### config.mk
export PLATFORM = sky130hd
export DESIGN_NAME = rainbow_color_wheel
export DESIGN_NICKNAME = d
export VERILOG_FILES = /design/src/hdl/rcw_pkg.sv /design/src/hdl/rcw_front.sv /design/src/hdl/rcw_div.sv /design/src/hdl/rcw_map.sv /design/src/hdl/rainbow_color_wheel.sv
export SDC_FILE = /design/constraint.sdc
export NUM_CORES = 2
export LEC_CHECK = 0
export BUFFER_PORTS_ARGS = -buffer_cell sky130_fd_sc_hd__buf_4
export CAP_MARGIN = 10
export CORE_MARGIN = 2
export CORE_UTILIZATION = 55
export CTS_BUF_LIST = sky130_fd_sc_hd__clkbuf_4
export DETAILED_ROUTE_END_ITERATION = 16
export GPL_ROUTABILITY_DRIVEN = 0
export MAX_ROUTING_LAYER = met4
export PLACE_DENSITY = 0.78
export SYNTH_ARGS = -nofsm -noshare
export SYNTH_HDL_FRONTEND = slang
export SYNTH_SLANG_ARGS = --single-unit
### constraint.sdc
create_clock -name i_clk -period 19.5 [get_ports i_clk]
set_input_delay 3.9 -clock i_clk [delete_from_list [all_inputs] [get_ports i_clk]]
set_output_delay 3.9 -clock i_clk [all_outputs]
set_load 0.05 [all_outputs]
### src/hdl/rcw_pkg.sv
// Shared types and constants for the rainbow color wheel.
// No dependencies; every other file of the block refers to this package.
`default_nettype none

package rcw_pkg;

    // Width of the color channels and their full-scale value.
    localparam int unsigned CHAN_W = 8;
    localparam logic [CHAN_W-1:0] FULL_SCALE = 8'hFF;

    // Number of quotient bits produced by the ramp divider.
    localparam int unsigned QUOT_W = CHAN_W;

    // Configuration port.
    localparam int unsigned CFG_DATA_W = 32;
    localparam int unsigned CFG_IDX_W = 1;
    localparam logic [CFG_DATA_W-1:0] PERIOD_RESET = 32'd6000;

    typedef enum logic [CFG_IDX_W-1:0] {
        CFG_PERIOD    = 1'b0,
        CFG_LOW_POWER = 1'b1
    } t_cfg_index;

    // Region of the wheel the position falls into. Three-phase mode only
    // uses the first three codes.
    typedef enum logic [2:0] {
        RGN_0 = 3'd0,
        RGN_1 = 3'd1,
        RGN_2 = 3'd2,
        RGN_3 = 3'd3,
        RGN_4 = 3'd4,
        RGN_5 = 3'd5
    } t_region;

    // Per-item control that rides along with the arithmetic stages.
    typedef struct packed {
        logic    beyond;   // position above the period, color forced black
        logic    sat;      // offset reached the step, ramp saturates
        t_region region;
    } t_side;

endpackage

`default_nettype wire

### src/hdl/rcw_front.sv
// Front stages of the color wheel: input register, period check, region
// search, offset and the offset*255 product. Uses rcw_pkg.
`default_nettype none

module rcw_front #(
    parameter int unsigned POS_WIDTH = 32
) (
    input  wire                       i_clk,
    input  wire                       i_rst_n,
    input  wire                       i_ce,
    input  wire                       i_valid,
    input  wire  [POS_WIDTH-1:0]      i_pos,
    input  wire  [POS_WIDTH-1:0]      i_period,
    input  wire  [POS_WIDTH-1:0]      i_step,
    input  wire                       i_mode,
    output logic                      o_valid,
    output rcw_pkg::t_side            o_side,
    output logic [POS_WIDTH+7:0]      o_prod
);

    localparam int unsigned MW = POS_WIDTH + 3;
    localparam int unsigned PW = POS_WIDTH + 8;

    logic                 r_a_valid;
    logic [POS_WIDTH-1:0] r_a_pos;
    logic                 r_b_valid;
    logic [POS_WIDTH-1:0] r_b_pos;
    logic                 r_b_beyond;
    logic                 r_c_valid;
    logic [POS_WIDTH-1:0] r_c_pos;
    logic [POS_WIDTH-1:0] r_c_base;
    rcw_pkg::t_side       r_c_side;
    logic                 r_d_valid;
    logic [POS_WIDTH-1:0] r_d_offset;
    rcw_pkg::t_side       r_d_side;
    logic                 r_e_valid;
    logic [PW-1:0]        r_e_prod;
    rcw_pkg::t_side       r_e_side;

    logic [MW-1:0]        m1, m2, m3, m4, m5, pos_ext;
    logic [5:1]           ge;
    rcw_pkg::t_region     n_region;
    logic [POS_WIDTH-1:0] n_base;
    rcw_pkg::t_side       n_c_side;
    rcw_pkg::t_side       n_e_side;
    logic [PW-1:0]        off_ext;

    // Multiples of the step; the region is the number of multiples the
    // position has reached, capped by the region count of the mode.
    always_comb begin
        m1      = MW'(i_step);
        m2      = m1 << 1;
        m3      = m1 + m2;
        m4      = m1 << 2;
        m5      = m1 + m4;
        pos_ext = MW'(r_b_pos);
        ge[1]   = pos_ext >= m1;
        ge[2]   = pos_ext >= m2;
        ge[3]   = pos_ext >= m3;
        ge[4]   = pos_ext >= m4;
        ge[5]   = pos_ext >= m5;

        if (i_mode) begin
            if (ge[2])      n_region = rcw_pkg::RGN_2;
            else if (ge[1]) n_region = rcw_pkg::RGN_1;
            else            n_region = rcw_pkg::RGN_0;
        end else begin
            if (ge[5])      n_region = rcw_pkg::RGN_5;
            else if (ge[4]) n_region = rcw_pkg::RGN_4;
            else if (ge[3]) n_region = rcw_pkg::RGN_3;
            else if (ge[2]) n_region = rcw_pkg::RGN_2;
            else if (ge[1]) n_region = rcw_pkg::RGN_1;
            else            n_region = rcw_pkg::RGN_0;
        end

        // The selected multiple never exceeds the position, so it fits.
        case (n_region)
            rcw_pkg::RGN_1: n_base = m1[POS_WIDTH-1:0];
            rcw_pkg::RGN_2: n_base = m2[POS_WIDTH-1:0];
            rcw_pkg::RGN_3: n_base = m3[POS_WIDTH-1:0];
            rcw_pkg::RGN_4: n_base = m4[POS_WIDTH-1:0];
            rcw_pkg::RGN_5: n_base = m5[POS_WIDTH-1:0];
            default:        n_base = '0;
        endcase

        n_c_side.beyond = r_b_beyond;
        n_c_side.sat    = 1'b0;
        n_c_side.region = n_region;

        // offset*255/step reaches 255 exactly when offset reaches step.
        n_e_side        = r_d_side;
        n_e_side.sat    = r_d_offset >= i_step;
        off_ext         = PW'(r_d_offset);
    end

    always_ff @(posedge i_clk) begin
        if (!i_rst_n) begin
            r_a_valid <= 1'b0;
            r_b_valid <= 1'b0;
            r_c_valid <= 1'b0;
            r_d_valid <= 1'b0;
            r_e_valid <= 1'b0;
        end else if (i_ce) begin
            r_a_valid <= i_valid;
            r_b_valid <= r_a_valid;
            r_c_valid <= r_b_valid;
            r_d_valid <= r_c_valid;
            r_e_valid <= r_d_valid;
        end
    end

    always_ff @(posedge i_clk) begin
        if (i_ce) begin
            r_a_pos    <= i_pos;
            r_b_pos    <= r_a_pos;
            r_b_beyond <= r_a_pos > i_period;
            r_c_pos    <= r_b_pos;
            r_c_base   <= n_base;
            r_c_side   <= n_c_side;
            r_d_offset <= r_c_pos - r_c_base;
            r_d_side   <= r_c_side;
            r_e_prod   <= (off_ext << rcw_pkg::CHAN_W) - off_ext;
            r_e_side   <= n_e_side;
        end
    end

    assign o_valid = r_e_valid;
    assign o_side  = r_e_side;
    assign o_prod  = r_e_prod;

endmodule

`default_nettype wire

### src/hdl/rcw_div.sv
// Pipelined restoring divider for the ramp value: one quotient bit per
// stage, offset*255 divided by the step. Uses rcw_pkg.
`default_nettype none

module rcw_div #(
    parameter int unsigned POS_WIDTH = 32
) (
    input  wire                          i_clk,
    input  wire                          i_rst_n,
    input  wire                          i_ce,
    input  wire                          i_valid,
    input  rcw_pkg::t_side               i_side,
    input  wire  [POS_WIDTH+7:0]         i_prod,
    input  wire  [POS_WIDTH-1:0]         i_step,
    output logic                         o_valid,
    output rcw_pkg::t_side               o_side,
    output logic [rcw_pkg::QUOT_W-1:0]   o_quot
);

    localparam int unsigned RW = POS_WIDTH + 8;
    localparam int unsigned NS = rcw_pkg::QUOT_W;

    logic                       r_v    [NS];
    rcw_pkg::t_side             r_sd   [NS];
    logic [rcw_pkg::QUOT_W-1:0] r_q    [NS];
    logic [RW-1:0]              r_rem  [NS-1];

    // Unsaturated items have a quotient below 255, so the remainder enters
    // below 256*step and eight stages cover it.
    for (genvar k = 0; k < NS; k++) begin : g_stage
        localparam int unsigned BIT = NS - 1 - k;

        logic                       v_in;
        rcw_pkg::t_side             sd_in;
        logic [rcw_pkg::QUOT_W-1:0] q_in;
        logic [rcw_pkg::QUOT_W-1:0] q_out;
        logic [RW-1:0]              rem_in;
        logic [RW:0]                trial;
        logic                       take;

        if (k == 0) begin : g_first
            assign v_in   = i_valid;
            assign sd_in  = i_side;
            assign q_in   = '0;
            assign rem_in = i_prod;
        end else begin : g_next
            assign v_in   = r_v[k-1];
            assign sd_in  = r_sd[k-1];
            assign q_in   = r_q[k-1];
            assign rem_in = r_rem[k-1];
        end

        assign trial = {1'b0, rem_in} - ((RW + 1)'(i_step) << BIT);
        assign take  = !trial[RW];

        always_comb begin
            q_out      = q_in;
            q_out[BIT] = take;
        end

        always_ff @(posedge i_clk) begin
            if (!i_rst_n) begin
                r_v[k] <= 1'b0;
            end else if (i_ce) begin
                r_v[k] <= v_in;
            end
        end

        always_ff @(posedge i_clk) begin
            if (i_ce) begin
                r_sd[k] <= sd_in;
                r_q[k]  <= q_out;
            end
        end

        if (k < NS - 1) begin : g_rem
            always_ff @(posedge i_clk) begin
                if (i_ce) begin
                    r_rem[k] <= take ? trial[RW-1:0] : rem_in;
                end
            end
        end
    end

    assign o_valid = r_v[NS-1];
    assign o_side  = r_sd[NS-1];
    assign o_quot  = r_q[NS-1];

endmodule

`default_nettype wire

### src/hdl/rcw_map.sv
// Color mapping stage: turns region, ramp and mode into the three channel
// values and the beyond-period flag. Uses rcw_pkg.
`default_nettype none

module rcw_map (
    input  wire                          i_clk,
    input  wire                          i_rst_n,
    input  wire                          i_ce,
    input  wire                          i_valid,
    input  rcw_pkg::t_side               i_side,
    input  wire  [rcw_pkg::QUOT_W-1:0]   i_quot,
    input  wire                          i_mode,
    output logic                         o_valid,
    output logic [rcw_pkg::CHAN_W-1:0]   o_red,
    output logic [rcw_pkg::CHAN_W-1:0]   o_green,
    output logic [rcw_pkg::CHAN_W-1:0]   o_blue,
    output logic                         o_beyond
);

    logic                        r_valid;
    logic [rcw_pkg::CHAN_W-1:0]  r_red, r_green, r_blue;
    logic                        r_beyond;
    logic [rcw_pkg::CHAN_W-1:0]  up, dn;
    logic [rcw_pkg::CHAN_W-1:0]  n_red, n_green, n_blue;

    always_comb begin
        up      = i_side.sat ? rcw_pkg::FULL_SCALE : i_quot;
        dn      = rcw_pkg::FULL_SCALE - up;
        n_red   = '0;
        n_green = '0;
        n_blue  = '0;
        if (i_side.beyond) begin
            n_red   = '0;
        end else if (i_mode) begin
            // Three-phase cross-fade, no channel held full.
            case (i_side.region)
                rcw_pkg::RGN_0: begin
                    n_red   = dn;
                    n_green = up;
                end
                rcw_pkg::RGN_1: begin
                    n_green = dn;
                    n_blue  = up;
                end
                default: begin
                    n_red   = up;
                    n_blue  = dn;
                end
            endcase
        end else begin
            case (i_side.region)
                rcw_pkg::RGN_0: begin
                    n_red   = rcw_pkg::FULL_SCALE;
                    n_green = up;
                end
                rcw_pkg::RGN_1: begin
                    n_red   = dn;
                    n_green = rcw_pkg::FULL_SCALE;
                end
                rcw_pkg::RGN_2: begin
                    n_green = rcw_pkg::FULL_SCALE;
                    n_blue  = up;
                end
                rcw_pkg::RGN_3: begin
                    n_green = dn;
                    n_blue  = rcw_pkg::FULL_SCALE;
                end
                rcw_pkg::RGN_4: begin
                    n_red   = up;
                    n_blue  = rcw_pkg::FULL_SCALE;
                end
                default: begin
                    n_red   = rcw_pkg::FULL_SCALE;
                    n_blue  = dn;
                end
            endcase
        end
    end

    always_ff @(posedge i_clk) begin
        if (!i_rst_n) begin
            r_valid <= 1'b0;
        end else if (i_ce) begin
            r_valid <= i_valid;
        end
    end

    always_ff @(posedge i_clk) begin
        if (i_ce) begin
            r_red    <= n_red;
            r_green  <= n_green;
            r_blue   <= n_blue;
            r_beyond <= i_side.beyond;
        end
    end

    assign o_valid  = r_valid;
    assign o_red    = r_red;
    assign o_green  = r_green;
    assign o_blue   = r_blue;
    assign o_beyond = r_beyond;

endmodule

`default_nettype wire

### src/hdl/rainbow_color_wheel.sv
// Top level of the rainbow color wheel: configuration registers, step
// computation, output register with skid stage. Uses rcw_pkg, rcw_front,
// rcw_div and rcw_map.
`default_nettype none

// Maps a position within the configured period to a rainbow RGB color, one
// position per clock cycle while the skid entry is empty. The depth of the
// pipeline is set by the eight-stage restoring divider that forms the ramp
// value offset*255/step, plus five front stages, the color stage and the
// output register. Input tdata carries the position
// (only the low POS_WIDTH bits count); output tdata carries red, green, blue
// from the low byte up, and tuser bit 0 flags a position above the period,
// which gives black. The step (period/6, or period/3 in low-power mode) is
// recomputed in the cycle after a configuration write. The output register
// and a one-entry skid stage let the pipeline keep accepting while a result
// waits; input tready drops only once the skid entry is occupied.
module rainbow_color_wheel #(
    parameter int unsigned POS_WIDTH = 32
) (
    input  wire                               i_clk,
    input  wire                               i_rst_n,
    // Position stream.
    input  wire                               i_s_axis_tvalid,
    output logic                              o_s_axis_tready,
    input  wire  [31:0]                       i_s_axis_tdata,   // [31:0] position
    // Color stream.
    output logic                              o_m_axis_tvalid,
    input  wire                               i_m_axis_tready,
    output logic [23:0]                       o_m_axis_tdata,   // [7:0] red, [15:8] green,
                                                                // [23:16] blue
    output logic [0:0]                        o_m_axis_tuser,   // [0] beyond_period
    // Configuration writes.
    input  wire                               i_cfg_we,
    input  wire  [rcw_pkg::CFG_IDX_W-1:0]     i_cfg_index,
    input  wire  [rcw_pkg::CFG_DATA_W-1:0]    i_cfg_data
);

    localparam int unsigned PW = POS_WIDTH + 8;
    localparam int unsigned CW = rcw_pkg::CHAN_W;
    // Reciprocal of 3 for an exact multiply-and-shift over POS_WIDTH bits.
    localparam logic [POS_WIDTH-1:0] RECIP3 =
        POS_WIDTH'(((64'd1 << (POS_WIDTH + 1)) + 64'd2) / 64'd3);

    logic [rcw_pkg::CFG_DATA_W-1:0] r_period;
    logic                           r_mode;
    logic [POS_WIDTH-1:0]           r_step;
    logic [POS_WIDTH-1:0]           per, div_in, n_step;
    logic [2*POS_WIDTH-1:0]         step_prod;
    logic [POS_WIDTH-2:0]           step_q;

    logic                           ce;
    logic                           f_valid;
    rcw_pkg::t_side                 f_side;
    logic [PW-1:0]                  f_prod;
    logic                           d_valid;
    rcw_pkg::t_side                 d_side;
    logic [rcw_pkg::QUOT_W-1:0]     d_quot;
    logic                           p_valid;
    logic [CW-1:0]                  p_red, p_green, p_blue;
    logic                           p_beyond;

    logic                           r_out_valid, n_out_valid;
    logic [3*CW-1:0]                r_out_data, n_out_data;
    logic                           r_out_user, n_out_user;
    logic                           r_skid_valid, n_skid_valid;
    logic [3*CW-1:0]                r_skid_data;
    logic                           r_skid_user;
    logic                           load_out, load_skid;

    // Configuration registers.
    always_ff @(posedge i_clk) begin
        if (!i_rst_n) begin
            r_period <= rcw_pkg::PERIOD_RESET;
            r_mode   <= 1'b0;
        end else if (i_cfg_we) begin
            case (rcw_pkg::t_cfg_index'(i_cfg_index))
                rcw_pkg::CFG_PERIOD:    r_period <= i_cfg_data;
                rcw_pkg::CFG_LOW_POWER: r_mode   <= i_cfg_data[0];
                default:                r_mode   <= r_mode;
            endcase
        end
    end

    // step = period/3 or (period/2)/3 = period/6, never less than one.
    always_comb begin
        per       = r_period[POS_WIDTH-1:0];
        div_in    = r_mode ? per : (per >> 1);
        step_prod = (2 * POS_WIDTH)'(div_in) * (2 * POS_WIDTH)'(RECIP3);
        step_q    = step_prod[2*POS_WIDTH-1:POS_WIDTH+1];
        n_step    = (step_q == '0) ? POS_WIDTH'(1) : {1'b0, step_q};
    end

    always_ff @(posedge i_clk) begin
        r_step <= n_step;
    end

    // The whole pipeline advances together unless the skid entry is full.
    assign ce              = !r_skid_valid;
    assign o_s_axis_tready = ce;

    rcw_front #(
        .POS_WIDTH (POS_WIDTH)
    ) u_front (
        .i_clk    (i_clk),
        .i_rst_n  (i_rst_n),
        .i_ce     (ce),
        .i_valid  (i_s_axis_tvalid),
        .i_pos    (i_s_axis_tdata[POS_WIDTH-1:0]),
        .i_period (per),
        .i_step   (r_step),
        .i_mode   (r_mode),
        .o_valid  (f_valid),
        .o_side   (f_side),
        .o_prod   (f_prod)
    );

    rcw_div #(
        .POS_WIDTH (POS_WIDTH)
    ) u_div (
        .i_clk   (i_clk),
        .i_rst_n (i_rst_n),
        .i_ce    (ce),
        .i_valid (f_valid),
        .i_side  (f_side),
        .i_prod  (f_prod),
        .i_step  (r_step),
        .o_valid (d_valid),
        .o_side  (d_side),
        .o_quot  (d_quot)
    );

    rcw_map u_map (
        .i_clk    (i_clk),
        .i_rst_n  (i_rst_n),
        .i_ce     (ce),
        .i_valid  (d_valid),
        .i_side   (d_side),
        .i_quot   (d_quot),
        .i_mode   (r_mode),
        .o_valid  (p_valid),
        .o_red    (p_red),
        .o_green  (p_green),
        .o_blue   (p_blue),
        .o_beyond (p_beyond)
    );

    // Output register and skid entry. While the skid entry is empty the
    // item leaving the pipeline goes to the output register if that is free
    // or being taken, and into the skid entry otherwise.
    always_comb begin
        n_out_valid  = r_out_valid;
        n_out_data   = r_out_data;
        n_out_user   = r_out_user;
        n_skid_valid = r_skid_valid;
        load_out     = 1'b0;
        load_skid    = 1'b0;
        if (r_skid_valid) begin
            if (i_m_axis_tready) begin
                n_out_data   = r_skid_data;
                n_out_user   = r_skid_user;
                n_skid_valid = 1'b0;
                load_out     = 1'b1;
            end
        end else if (!r_out_valid || i_m_axis_tready) begin
            n_out_valid = p_valid;
            n_out_data  = {p_blue, p_green, p_red};
            n_out_user  = p_beyond;
            load_out    = 1'b1;
        end else if (p_valid) begin
            n_skid_valid = 1'b1;
            load_skid    = 1'b1;
        end
    end

    always_ff @(posedge i_clk) begin
        if (!i_rst_n) begin
            r_out_valid  <= 1'b0;
            r_skid_valid <= 1'b0;
        end else begin
            r_out_valid  <= n_out_valid;
            r_skid_valid <= n_skid_valid;
        end
    end

    always_ff @(posedge i_clk) begin
        if (load_out) begin
            r_out_data <= n_out_data;
            r_out_user <= n_out_user;
        end
        if (load_skid) begin
            r_skid_data <= {p_blue, p_green, p_red};
            r_skid_user <= p_beyond;
        end
    end

    assign o_m_axis_tvalid   = r_out_valid;
    assign o_m_axis_tdata    = r_out_data;
    assign o_m_axis_tuser[0] = r_out_user;

`ifndef NO_ASSERTIONS
    // The skid entry only fills behind a waiting output.
    a_skid_behind_out: assert property (@(posedge i_clk) disable iff (!i_rst_n)
        r_skid_valid |-> r_out_valid)
        else $error("skid entry holds an item while the output is empty");

    // A position above the period always comes out black.
    a_beyond_black: assert property (@(posedge i_clk) disable iff (!i_rst_n)
        (o_m_axis_tvalid && o_m_axis_tuser[0]) |-> (o_m_axis_tdata == '0))
        else $error("beyond-period result carries a color");

    // A parked item stays parked, unchanged, until the output moves.
    a_skid_hold: assert property (@(posedge i_clk) disable iff (!i_rst_n)
        (r_skid_valid && !i_m_axis_tready) |=>
            (r_skid_valid && $stable(r_skid_data) && $stable(r_skid_user)))
        else $error("skid entry changed while the output was stalled");
`endif

endmodule

`default_nettype wire

## After elaboration in Yosys (flattened, before gate mapping)

Memories as Yosys holds them, arrays and structs flattened. A register that Yosys moved wholly into a read port is not among the register bits.
Index checks and enable logic that the tools add are counted.

| storage, ports and cells | value |
|---|---|
| bits of input ports | 70 |
| logic and storage cells | 153 |
| memory bits (writable) | 392 |
| flip-flop bits (word level) | 361 |
| output and inout port bits | 27 |
| memories kept | 4 |

| cells by class | value |
|---|---|
| $lt $le $gt $ge | 7 |
| equality and inequality tests | 10 |
| multiplexer cells | 51 |
| multiply operators | 1 |
| bitwise operators | 10 |
| add/sub/neg operators | 13 |
| reductions and logical operators | 24 |

Memories:

| name | depth | bits a word | rd ports | clocked after memory_dff | write ports | line | source |
|---|---|---|---|---|---|---|---|
| u_div.r_rem | 7 | 40 | 7 | 0 | 7 | rcw_div.sv:26 | `logic [RW-1:0] r_rem [NS-1];` |
| u_div.r_q | 8 | 8 | 8 | 0 | 8 | rcw_div.sv:25 | `logic [rcw_pkg::QUOT_W-1:0] r_q [NS];` |
| u_div.r_sd | 8 | 5 | 8 | 0 | 8 | rcw_div.sv:24 | `rcw_pkg::t_side r_sd [NS];` |
| u_div.r_v | 8 | 1 | 8 | 1 | 8 | rcw_div.sv:23 | `logic r_v [NS];` |

Operators by type and width:

| operator | count |
|---|---|
| $mux W40 | 7 |
| $pmux W32 S5 | 1 |
| $mux W24 | 3 |
| $pmux W8 S3 | 3 |
| $ge A32 B35 Y1 | 2 |
| $ge A32 B32 Y1 | 2 |
| $mul A32 B32 Y64 const B | 1 |
| $pmux W8 S2 | 3 |
| $sub A40 B32 Y41 | 1 |
| $sub A40 B33 Y41 | 1 |
| $sub A40 B34 Y41 | 1 |
| $sub A40 B35 Y41 | 1 |
| $sub A40 B36 Y41 | 1 |
| $sub A40 B37 Y41 | 1 |
| $sub A40 B38 Y41 | 1 |
| $sub A40 B39 Y41 | 1 |
| $sub A40 B32 Y40 | 1 |
| $add A32 B34 Y35 | 1 |
| $add A32 B33 Y34 | 1 |
| $ge A32 B34 Y1 | 1 |
| $ge A32 B33 Y1 | 1 |
| $gt A32 B32 Y1 | 1 |
| $mux W32 | 1 |
| $mux W8 | 4 |
| 19 further kinds | 75 |

## Logic depth before layout (Yosys ltp)

| logic depth | value |
|---|---|
| depth in word-level cells | 9 |
| depth in mapped cells | 35 |
| depth with buffers taken out | 31 |

## Modules after synthesis

From an unflattened synthesis, not the netlist that was laid out.

| second synthesis, totals | value |
|---|---|
| cells, all modules | 6,786 |
| area, all modules | 67,827.6 um^2 |

By module, submodules not included:

| module | area an instance (um^2) | cells each | times used | seq. area each (um^2) |
|---|---|---|---|---|
| rcw_div | 26,544.2 | 2,672 | 1 | 10,920.5 |
| rainbow_color_wheel | 20,812.5 | 2,073 | 1 | 2,822.7 |
| rcw_front | 18,875.6 | 1,891 | 1 | 6,526.3 |
| rcw_map | 1,595.3 | 150 | 1 | 770.7 |

## Worst setup path before layout

OpenSTA, ideal clock, no wires.

| timing path | value |
|---|---|
| kind | register -> output |
| from | reg r_skid_valid |
| to | out o_s_axis_tready |
| path slack | 3.084 ns |
| cell stages (with the launch flop) | 4 |
| data required time | 15.600 ns |
| data arrival time | 12.516 ns |
| path through | dfxtp_1 clkbuf_1 clkbuf_1 inv_1 |

| on the way | value |
|---|---|
| word-level cells in the longest chain between the ends | 1 |

Ends and longest elaborated chain:

| element | line | source |
|---|---|---|
| start: declaration | rainbow_color_wheel.sv:65 | `logic r_skid_valid, n_skid_valid;` |
| start signal: assignment | rainbow_color_wheel.sv:181 | `r_skid_valid <= n_skid_valid;` |
| $logic_not A1 Y1 | rainbow_color_wheel.sv:98 | `assign ce = !r_skid_valid;` |
| end: declaration | rainbow_color_wheel.sv:24 | `output logic o_s_axis_tready,` |

No other way between the ends.

## Worst setup path in the final report

| timing path | value |
|---|---|
| from | reg r_mode |
| to | reg r_step[0] |

| on the way | value |
|---|---|
| word-level cells in the longest chain between the ends | 3 |

Ends and longest elaborated chain:

| element | line | source |
|---|---|---|
| start: declaration | rainbow_color_wheel.sv:45 | `logic r_mode;` |
| start signal: assignment | rainbow_color_wheel.sv:78 | `rcw_pkg::CFG_LOW_POWER: r_mode <= i_cfg_data[0];` |
| start signal: assignment | rainbow_color_wheel.sv:79 | `default: r_mode <= r_mode;` |
| $mux W32 * | rainbow_color_wheel.sv:87 | `div_in = r_mode ? per : (per >> 1);` |
| $mul A32 B32 Y64 * | rainbow_color_wheel.sv:88 | `step_prod = (2 * POS_WIDTH)'(div_in) * (2 * POS_WIDTH)'(RECIP3);` |
| $logic_not A31 Y1 | rainbow_color_wheel.sv:90 | `n_step = (step_q == '0) ? POS_WIDTH'(1) : {1'b0, step_q};` |
| end signal: assignment | rainbow_color_wheel.sv:94 | `r_step <= n_step;` |
| end: declaration | rainbow_color_wheel.sv:46 | `logic [POS_WIDTH-1:0] r_step;` |

Mark *: on every way between the ends. The rest lies on a longest branch, timed or not.
A chain may end at the register's enable or synchronous reset.

==> run summary <==
initial antenna violation count = 2
crit path time final = 10.20 ns
area taken by multi-input logic gates = 40200 sq um
post-route setup TNS = 0 ns
Pre-antenna DRT Iters = 7
Initial Util = 0.555
Max FO, Critical Path = 67
fmax = 98.1 MHz
Startpoint Class = flop
number of DRC markers in iteration 0 = 3996
wire per inst = 20.3 um
cell mode on critical path = fa_1
register area = 21000 sq um
Worst EP arrival = 11.19 ns
die area = 120000 sq um
clock input transition at the sequential cells of the worst setup and hold paths = 0.06 ns
HPWL Detailed = 135 mm
worst path required time = 20.50 ns
RSZ-0062 raised after global routing = false
Final Cycle Share = 0.523
Tot GR Track Use = 0.288
Root Driver = clkbuf_4
Fillers = 9275
top-area cell type share of the netlist area = 0.303
relative slew slack = 0.116
total congestion overflow = 0
CTS tree = yes
# port buffers = 96
HP Class = reg2reg
io pins = 97
Layout area overhead = 7.74%
Synth Register Bits = 725
vias per cell = 6.02
total clock sinks = 725
Avg Cell Area, Syn = 10.1 sq um
ranking of synthesized cells by area = edfxtp_1 (30%), ha_1 (18%), fa_1 (11%)
Post-Syn Area = 64600 sq um
Vias = 49800
Pins Over Slew Limit = 0
nets = 7984
Setup Fix Bufs, Post-CTS = 0
post-cts resize count = 0
Syn Inst Count = 6377
Setup violations, final = 0
Post-synth ARST share = 0
Setup crit end kind = flop
Yosys top cell by area = edfxtp_1
register area share after synthesis = 0.326
EDFF count, synth = 652
WL final = 168 mm
Chip Width = 347 um
worst slew pin tran = 1.31 ns
Max H-tree Level = 4
worst clock skew = 0.0893 ns
number of CTS-inserted buffers = 192
Crit path largest cell delay = 0.69 ns
outcome = finished clean
largest net degree at the start of global routing = 165
Mapped Nets = 7750
die height = 347 um
Worst Setup Path Type = reg2reg
Final Hold Violating Endpoints = 0
worst-case clock buffer depth = 3
max-cap violations = 0
synth warn = 0
first-pass GRT wire length = 267 mm
Crit-path slowest cell = or4_2
total core area = 116000 sq um
vias in the first global route = 50700
clk_lat worst skew = 1.18 ns
std cell rows = 125
ANT nets after route = 0
share of cells above drive strength 1 = 0.0881
Post-CTS Hold Buffers = 0
DRC violations left = 0
Cell variety after synth = 104
most used flip-flop cell after synthesis = edfxtp_1
[worst paths after layout]
check / end / startpoint / slack, ns / cells after the start
max: r_step[0]$_SDFF_PN1_ / r_mode$_SDFFE_PN0P_ / 9.30 / 27
max reg2reg: r_step[0]$_SDFF_PN1_ / r_mode$_SDFFE_PN0P_ / 9.30 / 27
min reg2reg: r_skid_data[5]$_DFFE_PP_ / u_map.o_red[5]$_SDFFCE_PP0N_ / 0.40 / 0
min: r_skid_data[5]$_DFFE_PP_ / u_map.o_red[5]$_SDFFCE_PP0N_ / 0.40 / 0
[registers in the layout, indices dropped and copies added, names as in the netlist, 31 cells and up]
| signal | cells |
|---|---|
| r_step | 31 |
| u_front.r_d_offset | 32 |
| u_div.r_sd | 40 |
| u_front.o_prod | 40 |
| u_front.r_a_pos | 32 |
| u_front.r_b_pos | 32 |
| u_front.r_c_pos | 32 |
| u_div.r_rem | 280 |
| per | 32 |
| u_div.r_q | 36 |
| u_front.r_c_base | 32 |
[Yosys cell counts (37+ instances only)]
| master | instances |
|---|---|
| o21a_1 | 75 |
| a21o_1 | 238 |
| xnor2_1 | 226 |
| a211oi_1 | 54 |
| a21boi_0 | 49 |
| a21oi_1 | 456 |
| fa_1 | 371 |
| xor2_1 | 137 |
| and2_1 | 38 |
| o31ai_1 | 41 |
| o21ai_0 | 324 |
| o21bai_1 | 45 |
| nand3_1 | 82 |
| edfxtp_1 | 652 |
| mux2_2 | 79 |
| o221ai_1 | 37 |
| nand4_1 | 70 |
| inv_1 | 818 |
| ha_1 | 932 |
| nand2b_1 | 72 |
| nor2b_1 | 88 |
| nand2_1 | 470 |
| dfxtp_1 | 73 |
| nor3_1 | 77 |
| nor2_1 | 325 |
| clkbuf_1 | 80 |
| o211ai_1 | 37 |
[through the flow]
step                      hold slack [ns]   util  worst slack [ns]  area, sq um  instances
after floorplan                     0.400      -              3.08        64600       6377
after global placement              0.400  0.578              9.80        67300       7940
after detailed placement            0.405  0.578              9.56        67300       7940
after CTS                           0.390  0.598              9.49        69600       8265
after global routing                0.412  0.598              8.87        69600       8276
final                               0.400  0.598              9.30        69600       8278
[layer usage]
layer,vias to the layer above,global-route usage,wire length [um]
met5,-,-,0
met4,0,0.152,9360
met3,542,0.0704,14700
met2,2058,0.471,80600
met1,23900,0.328,63800
li1,23300,-,-
[critical path: cells and delay by family, from the launching register on]
kind | cells | cell delay, ns
flops | 1 | 0.53
xor+xnor | 2 | 0.39
simple gates | 8 | 2.85
buf+inv | 5 | 0.94
compound gates | 3 | 1.07
fa+ha+maj | 9 | 4.26
[cell families (layout without fill, tap and decap cells)]
family          Yosys count  in the layout  share of synthesized area
flops                   725            725                      0.326
buf+inv                 923           1288                     0.0542
mux                     103            103                     0.0175
xor+xnor                364            364                     0.0494
simple gates           1382           1382                      0.102
fa+ha+maj              1303           1303                      0.295
compound gates         1577           1577                      0.156
other cells               0             12                          0
[placed cells by master, fill, tap and decap left out, types with 12 or more instances in the layout]
cell and instances:
or2_2 32, dfxtp_1 71, o221ai_1 37, nor3_1 77, a31oi_1 29, buf_4 141
o21ai_0 323, o31ai_1 41, inv_1 817, nand3_1 82, xor2_1 137, mux2_2 79
a211oi_1 53, nand4_1 70, edfxtp_1 652, o21bai_1 45, a41oi_1 12, nor2_1 324
o22ai_1 32, nand2b_1 72, and3_1 34, or3_1 20, o211ai_1 37, xnor2_1 226
nor4_1 24, a21oi_1 456, and4_1 12, a21boi_0 49, o21a_1 75, a21o_1 238
diode_2 12, and2_1 38, ha_1 932, nand2_1 470, nor2b_1 87, mux2i_1 24
fa_1 371, clkinv_1 41, clkbuf_4 260
[final cells by class]
type / instances / area share
Tap cell: 1524 / 0.0274
Clock inverter: 65 / 0.00528
Inverter: 820 / 0.0443
Timing Repair Buffer: 143 / 0.0156
Sequential cell: 725 / 0.302
Antenna cell: 12 / 0.000431
Clock buffer: 260 / 0.0280
Multi-Input combinational cell: 4729 / 0.577
Power is left out: the tool's default activity adds up to more than one toggle a clock period on the data nets, which glitch-free logic cannot reach.
